$ cat src/hw/rtl/ptw_pkg.sv
// ----------------------------------------------------------------------------
// ptw_pkg
// Shared types and constants for the four-level page table walker.
// ----------------------------------------------------------------------------
`default_nettype none

package ptw_pkg;

    // Field widths.
    localparam int ADDR_W     = 52;
    localparam int WORD_W     = 64;
    localparam int VA_W       = 48;
    localparam int IDX_W      = 9;
    localparam int FRAME_W    = 40;
    localparam int WORD_IDX_W = 49;
    localparam int PSIZE_W    = 2;

    // Entry flag bit positions.
    localparam int BIT_PRESENT = 0;
    localparam int BIT_LARGE   = 7;

    // Item kinds.
    localparam logic MODE_WRITE     = 1'b0;
    localparam logic MODE_TRANSLATE = 1'b1;

    // Page size codes.
    localparam logic [PSIZE_W-1:0] PS_4K = 2'd0;
    localparam logic [PSIZE_W-1:0] PS_2M = 2'd1;
    localparam logic [PSIZE_W-1:0] PS_1G = 2'd2;

    // Table levels.
    typedef logic [1:0] lvl_t;
    localparam lvl_t LVL_PML4 = 2'd0;
    localparam lvl_t LVL_PDPT = 2'd1;
    localparam lvl_t LVL_PD   = 2'd2;
    localparam lvl_t LVL_PT   = 2'd3;

    // How a walk ends.
    typedef enum logic [1:0] {
        RES_FAULT = 2'd0,
        RES_GIG   = 2'd1,
        RES_MEG   = 2'd2,
        RES_SMALL = 2'd3
    } res_kind_t;

    // Commands from controller to datapath.
    typedef struct packed {
        logic      wr_en;
        logic      clr_step;
        logic      load_va;
        logic      rd_en;
        logic      sel_root;
        lvl_t      level;
        logic      load_result;
        res_kind_t kind;
    } ctl_t;

    // Status from datapath to controller.
    typedef struct packed {
        logic wr_ok;
        logic addr_ok;
        logic present;
        logic big_page;
        logic clear_last;
    } sts_t;

endpackage

`default_nettype wire

$ cat src/hw/rtl/ptw_ctrl.sv
// ----------------------------------------------------------------------------
// ptw_ctrl
// Controller: clearing pass, item intake, level sequencing, result valid.
// ----------------------------------------------------------------------------
`default_nettype none

module ptw_ctrl
    import ptw_pkg::*;
(
    input  wire logic clk,
    input  wire logic rst_n,
    input  wire logic cmd_valid,
    output logic      cmd_ready,
    input  wire logic cmd_mode,
    output logic      rsp_valid,
    input  wire logic rsp_ready,
    input  wire sts_t sts,
    output ctl_t      ctl
);

    typedef enum logic [3:0] {
        S_CLEAR = 4'b0001,
        S_IDLE  = 4'b0010,
        S_START = 4'b0100,
        S_WALK  = 4'b1000
    } state_t;

    state_t state_reg;
    state_t state_next;
    lvl_t   level_reg;
    lvl_t   level_next;
    logic   rsp_valid_reg;
    logic   rsp_valid_next;

    // Next-state and command logic.
    always_comb
    begin
        state_next = state_reg;
        level_next = level_reg;
        ctl        = '0;
        ctl.kind   = RES_FAULT;
        cmd_ready  = 1'b0;

        unique case (state_reg)
            S_CLEAR:
            begin
                ctl.clr_step = 1'b1;
                if (sts.clear_last)
                begin
                    state_next = S_IDLE;
                end
            end
            S_IDLE:
            begin
                // An item is taken only when the result slot is free or being emptied.
                cmd_ready = !rsp_valid_reg || rsp_ready;
                if (cmd_valid && cmd_ready)
                begin
                    if (cmd_mode == MODE_WRITE)
                    begin
                        ctl.wr_en = sts.wr_ok;
                    end
                    else
                    begin
                        ctl.load_va = 1'b1;
                        state_next  = S_START;
                    end
                end
            end
            S_START:
            begin
                ctl.level    = LVL_PML4;
                ctl.sel_root = 1'b1;
                if (sts.addr_ok)
                begin
                    ctl.rd_en  = 1'b1;
                    level_next = LVL_PML4;
                    state_next = S_WALK;
                end
                else
                begin
                    ctl.load_result = 1'b1;
                    state_next      = S_IDLE;
                end
            end
            S_WALK:
            begin
                // The entry of level_reg is on the store output.
                ctl.level = level_reg + lvl_t'(1);
                priority if (!sts.present)
                begin
                    ctl.load_result = 1'b1;
                    state_next      = S_IDLE;
                end
                else if (level_reg == LVL_PDPT && sts.big_page)
                begin
                    ctl.load_result = 1'b1;
                    ctl.kind        = RES_GIG;
                    state_next      = S_IDLE;
                end
                else if (level_reg == LVL_PD && sts.big_page)
                begin
                    ctl.load_result = 1'b1;
                    ctl.kind        = RES_MEG;
                    state_next      = S_IDLE;
                end
                else if (level_reg == LVL_PT)
                begin
                    ctl.load_result = 1'b1;
                    ctl.kind        = RES_SMALL;
                    state_next      = S_IDLE;
                end
                else if (sts.addr_ok)
                begin
                    ctl.rd_en  = 1'b1;
                    level_next = level_reg + lvl_t'(1);
                end
                else
                begin
                    ctl.load_result = 1'b1;
                    state_next      = S_IDLE;
                end
            end
            default:
            begin
                state_next = S_IDLE;
            end
        endcase
    end

    // Result valid flag.
    assign rsp_valid_next = ctl.load_result || (rsp_valid_reg && !rsp_ready);
    assign rsp_valid      = rsp_valid_reg;

    // Control registers.
    always_ff @(posedge clk or negedge rst_n)
    begin
        if (!rst_n)
        begin
            state_reg     <= S_CLEAR;
            level_reg     <= LVL_PML4;
            rsp_valid_reg <= 1'b0;
        end
        else
        begin
            state_reg     <= state_next;
            level_reg     <= level_next;
            rsp_valid_reg <= rsp_valid_next;
        end
    end

endmodule

`default_nettype wire

$ cat config.mk
export PLATFORM = sky130hd
export DESIGN_NAME = ptw_ctrl
export DESIGN_NICKNAME = d
export VERILOG_FILES = /design/src/hw/rtl/ptw_pkg.sv /design/src/hw/rtl/ptw_ctrl.sv
export SDC_FILE = /design/constraint.sdc
export NUM_CORES = 1
export LEC_CHECK = 0
export ABC_CLOCK_PERIOD_IN_PS = 4000
export BUFFER_PORTS_ARGS = -buffer_cell sky130_fd_sc_hd__buf_2
export CAP_MARGIN = 20
export CORE_AREA = 2 2 39 41
export CTS_CLUSTER_DIAMETER = 150
export DETAILED_ROUTE_END_ITERATION = 12
export DIE_AREA = 0 0 41 43
export GPL_TIMING_DRIVEN = 0
export PLACE_DENSITY_LB_ADDON = 0.25
export REMOVE_ABC_BUFFERS = 1
export SLEW_MARGIN = 15
export SYNTH_ARGS = -nofsm -noshare
export SYNTH_HDL_FRONTEND = slang
export SYNTH_SLANG_ARGS = --single-unit
$ cat constraint.sdc
create_clock -name clk -period 4 [get_ports clk]
set_clock_uncertainty 0.1 [all_clocks]
set_input_delay 0.6 -clock clk [delete_from_list [all_inputs] [get_ports clk]]
set_output_delay 0.6 -clock clk [all_outputs]
set_load 0.01 [all_outputs]
==> reports/qor.txt, run 1 <==
Synth Warn # - 0
Placer Congestion - 0.6734
Number of buffers created by CTS - 3
Final hold vios - 0
Setup total negative slack - 0 ns
Port Buf Inserts - 21
Max-slew headroom - 0.6332
Resized cells post-CTS - 0
Initial antenna violation count - 0
Vias post-DR - 509
Clock transition at path regs - 0.05 ns
Worst path top cell family by delay - flip-flops
CP bufs+invs - 2
Ratio of cells with drive above 1 in the final layout - 0.3250
Avg Inst Size Synth - 9.110 um2
CP max FO - 7
Most frequent cells in the layout - buf_2 (21), dfrtp_1 (6), inv_1 (5)
CTS Buffer Depth - 2
Final worst path period share - 0.6406
Least-Margin Pin Slew - 0.5425 ns
EDFF count, synth - 0
Unrepaired setup endpoints after global routing - no
Clock Latency Late Sink - 0.24 ns
Run status - completed
Setup Buffers After CTS - 0
Die Wd - 41 um
Final Power - 246.9 uW
Synthesis-to-finish area growth - 26.02%
CP startpoint kind - flop
Sequential area share after synthesis - 0.3398
Critical path capture point type - primary output
Cell mode on critical path - o21ai_0
Nets - 95
Core Rows - 14
Htree depth - 1
Initial cell density of the core - 0.3752
Die area - 0.001763 mm2
Clk sinks - 7
Ant. Diodes - 0
Largest net degree at the start of global routing - 10
P per Cell Area - 377.3 mW/mm2
Asr flop ratio synth - 1.000
Chip Height - 43 um
Max Slew Vio Count - 0
IO Count - 22
Max-cap violations - 0
Place WS - 1.698 ns
Overflow after GRT - 0
CTS tree - built
Worst endpoint data arrival time - 1.86 ns
Final setup violation count - 0
Post-DP HPWL - 854.1 um
Drt wl/cell - 11.10 um
Cell leakage power - 0.0003521 uW
Gr usage total - 0.1442
Final min period - 2.562 ns
Max reg flops - 4
Drt pass-1 iters - 2
Synth Register Bits - 7
Root buf cell - clkbuf_4
Primary FF master, synth - dfrtp_1
Max IR drop VDD - 0.1933 mV
Netlist cell types - 29
Critical path's largest stage delay - 0.46 ns
Critical Path, Cell by Cell - inv_1 -> ha_1 -> o21ai_0 -> nand4_1 -> o21ai_0 -> buf_2
Core ar. - 0.001384 mm2
Slowest stage cell, crit path - dfrtp_1
Critical path class - flop to primary output
WP data required - 3.30 ns
CTS Hold Bufs - 0
Setup WS post-layout - 1.438 ns
Initial DRC Count - 3
First-pass GRT wire length - 1766 um
Via density per instance - 5.302
DRC Markers - 0
Final ANT Viol Nets - 0
Hold crit path type - input pin to async pin
Number of global-route vias before repair - 462
Commonest non-fill, non-tap cell in the layout - buf_2
Mapped Cells - 57
Cell Area, Synth - 519.2 um2
Post-Route WL - 1066 um
Maximum clock rate - 390.3 MHz
## where the power goes
part	internal (uW)	switching (uW)	total [uW]
Sequential	82.5	20.1	103
Combinational	41.2	42.3	83.6
Clock	37.9	22.9	60.8
## cells in the mapped netlist, drive strengths merged, types with 2 or more instances
cell / number / area [um2]
inv: 5 / 18.77
and3: 3 / 18.77
nor4b: 3 / 32.53
buf: 2 / 16.26
a21oi: 2 / 10.01
nor3: 3 / 15.01
o21ai: 5 / 25.02
ha: 4 / 50.05
nand2: 3 / 11.26
dfrtp: 6 / 150.1
or4b: 2 / 20.02
nor2: 3 / 11.26
nand2b: 2 / 12.51
mux2i: 2 / 20.02
## cell families (layout without fill, tap and decap cells)
group | after synthesis | after routing | synth area share
AOI/OAI and AO/OA | 12 | 12 | 0.1422
DFF | 7 | 7 | 0.3398
adders and majority gates | 4 | 4 | 0.09639
buffers and inverters | 7 | 30 | 0.06746
muxes | 2 | 2 | 0.03856
and+or+nand+nor | 25 | 25 | 0.3157
## worst reg2reg max path, delay by kind of cell, from the launching register on
kind	cells	cell delay, ns
fa+ha+maj	1	0.21
compound gates	1	0.26
buf+inv	1	0.07
mux	1	0.20
flops	1	0.46
simple gates	1	0.31
## layout make-up
cell class | count | area, um2
repair buffers | 21 | 105.1
flip-flops and latches | 7 | 176.4
multi-input cells | 43 | 307.8
clock buffers | 4 | 26.28
well taps | 16 | 20.02
fillers | 150 | 729.5
inverters | 5 | 18.77
## final timing paths
check	startpoint	end	slack (ns)	depth (start not counted)
worst max-delay path	level_reg[0]	ctl[6]	1.44	6
worst min-delay path	rst_n	level_reg[1]	0.08	1
worst max register to register	level_reg[0]	level_reg[1]	2.27	5
worst min register to register	state_reg[3]	state_reg[0]	0.43	1
max in group asynchronous	rst_n	state_reg[0]	3.49	1
min in group clk	sts[0]	state_reg[0]	0.40	2
## through the flow
step	hold WS [ns]	util	std cells	cell area, um2
after detailed placement	0.3402	0.4539	92	628.1
final	0.07867	0.4729	96	654.4
after global routing	0.07067	0.4729	96	654.4
after floorplan	0.2044	-	55	503.0
after global placement	0.3383	0.4539	92	628.1
after CTS	0.07435	0.4729	96	654.4
## metal layers
metal / up-vias / routed length [um] / GRT usage / share of wire
met5: - / 0 / 0 / 0
met4: 0 / 0 / 0.08000 / 0
met3: 0 / 62 / 0.03141 / 0.058
met2: 17 / 539 / 0.2063 / 0.51
met1: 236 / 465 / 0.1933 / 0.44
li1: 256 / - / - / -
(Power assumes the default switching activity.)
==> run 2: changes to the inputs <==
- ABC_CLOCK_PERIOD_IN_PS: 4000 -> 2370
- clock period: 4 -> 2.37 ns (I/O delays scaled with it)
==> reports/qor.txt, run 2 (synthesis results as in run 1) <==
Run status - completed
Nets - 99 (+4.2%)
Cell leakage power - 0.0003714 uW (+5.5%)
Slowest stage cell, crit path - dfrtp_1
Core Rows - 14 (unchanged)
Gr usage total - 0.1442 (unchanged)
Max IR drop VDD - 0.3350 mV (+73%)
Max Slew Vio Count - 0 (unchanged)
Number of global-route vias before repair - 464 (+0.43%)
Critical path class - flop to primary output
P per Cell Area - 613.5 mW/mm2 (+63%)
Critical Path, Cell by Cell - inv_1 -> ha_1 -> o21ai_0 -> nand4_1 -> o21ai_0 -> buf_2
Cell mode on critical path - o21ai_0
Worst endpoint data arrival time - 1.76 ns (-0.10 ns)
Unrepaired setup endpoints after global routing - no
Htree depth - 1 (unchanged)
Final setup violation count - 0 (unchanged)
Largest net degree at the start of global routing - 10 (unchanged)
Setup WS post-layout - 0.1595 ns (-1.278 ns)
Final ANT Viol Nets - 0 (unchanged)
Via density per instance - 5.280 (-0.42%)
CP startpoint kind - flop
Commonest non-fill, non-tap cell in the layout - buf_2
Initial DRC Count - 1 (-2)
Final min period - 2.211 ns
Place WS - 0.3129 ns (-1.386 ns)
Initial antenna violation count - 0 (unchanged)
Placer Congestion - 0.6734 (unchanged)
Die Wd - 41 um (unchanged)
Critical path's largest stage delay - 0.46 ns (about the same)
Synthesis-to-finish area growth - 33.49%
Final worst path period share - 0.9327
Drt wl/cell - 11.16 um (+0.50%)
Fill cells - 147 (-2.0%)
Final Util - 0.5009 (+0.02803)
CP bufs+invs - 2 (unchanged)
Least-Margin Pin Slew - 0.3377 ns (-0.2048 ns)
Worst path top cell family by delay - flip-flops
Area post-placement - 628.1 um2 (unchanged)
CP max FO - 7 (unchanged)
Die area - 0.001763 mm2 (unchanged)
Max-cap violations - 0 (unchanged)
Post-Route WL - 1116 um (+4.7%)
Setup total negative slack - 0 ns (unchanged)
Drt pass-1 iters - 2 (unchanged)
Maximum clock rate - 452.4 MHz
Ratio of cells with drive above 1 in the final layout - 0.3571 (+0.03214)
Chip Height - 43 um (unchanged)
Final non-filler cell total - 100 (+4.2%)
Critical path capture point type - primary output
Core ar. - 0.001384 mm2 (unchanged)
IO Count - 22 (unchanged)
Clock transition at path regs - 0.05 ns (about the same)
Ant. Diodes - 0 (unchanged)
Hold crit path type - input pin to flop
Post-DP HPWL - 854.1 um (unchanged)
Most frequent cells in the layout - buf_2 (21), dfrtp_1 (6), inv_1 (5)
Root buf cell - clkbuf_4
CTS tree - built
Clk sinks - 7 (unchanged)
Register area - 176.4 um2 (unchanged)
Max reg flops - 4 (unchanged)
Final Cell Area - 693.2 um2 (+5.9%)
Max-slew headroom - 0.7743 (+0.1410)
WP data required - 1.91 ns (-1.39 ns)
Clock Latency Late Sink - 0.24 ns (about the same)
First-pass GRT wire length - 1766 um (unchanged)
Placed cells - 92 (unchanged)
Vias post-DR - 528 (+3.7%)
Final hold vios - 0 (unchanged)
Multi-input logic area - 314.1 um2 (+2.0%)
CTS Buffer Depth - 2 (unchanged)
Initial cell density of the core - 0.3752 (unchanged)
DRC Markers - 0 (unchanged)
Port Buf Inserts - 21 (unchanged)
Overflow after GRT - 0 (unchanged)
Number of buffers created by CTS - 3 (unchanged)
==> run 2: worst paths after layout <==
| check | from | end | slack (ns) | depth (start not counted) |
|---|---|---|---|---|
| min in group asynchronous | rst_n | level_reg[1] | 0.38 | 2 |
| setup reg to reg | level_reg[0] | level_reg[1] | 0.48 | 7 |
| max in group asynchronous | rst_n | state_reg[0] | 1.56 | 2 |
| hold reg to reg | state_reg[3] | state_reg[0] | 0.45 | 1 |
| setup / recovery | level_reg[0] | ctl[6] | 0.16 | 6 |
| hold / removal | sts[0] | state_reg[0] | 0.15 | 2 |
==> run 2: metal layers <==
layer / vias up / global-route usage / wire length [um]
met5: - / 0 / 0
met1: 248 / 0.1933 / 508
met3: 0 / 0.03141 / 63
met4: 0 / 0.08000 / 0
li1: 263 / - / -
met2: 17 / 0.2063 / 544
==> run 2: where the power goes <==
part           internal [uW]  switching [uW]  leakage (uW)
Clock                   63.9            38.7     0.0000150
Sequential               139            35.7     0.0000898
Combinational           74.6            73.2      0.000267
Total                    278             148      0.000371
==> run 2: worst reg2reg max path: stages, from the launching register on <==
cell and delay [ns]:
dfrtp_1 0.46, inv_1 0.07, ha_1 0.21, o21ai_0 0.27, nand4_1 0.22, buf_4 0.21, buf_4 0.13, mux2i_1 0.11
==> run 2: area by class of cell <==
| type | count | area share |
|---|---|---|
| Multi-Input combinational cell | 43 | 0.4531 |
| Timing Repair Buffer | 25 | 0.1986 |
| Clock buffer | 4 | 0.03791 |
| Tap cell | 16 | 0.02888 |
| Inverter | 5 | 0.02708 |
| Sequential cell | 7 | 0.2545 |
==> run 2: metrics by stage <==
step                power, uW  hold slack [ns]
global placement        312.0          0.09383
finish                  425.3           0.1517
detailed placement      314.5          0.09569
floorplan               262.5         -0.04009
global route            457.4           0.1628
CTS                     422.9           0.1512
==> run 2: repair_timing <==
action	4_1_cts	5_1_grt
endpoints found under the setup margin	0	2
gates resized for setup	0	1
hold buffers	1	0
setup buffers	0	3
endpoints found under the hold margin	6	0
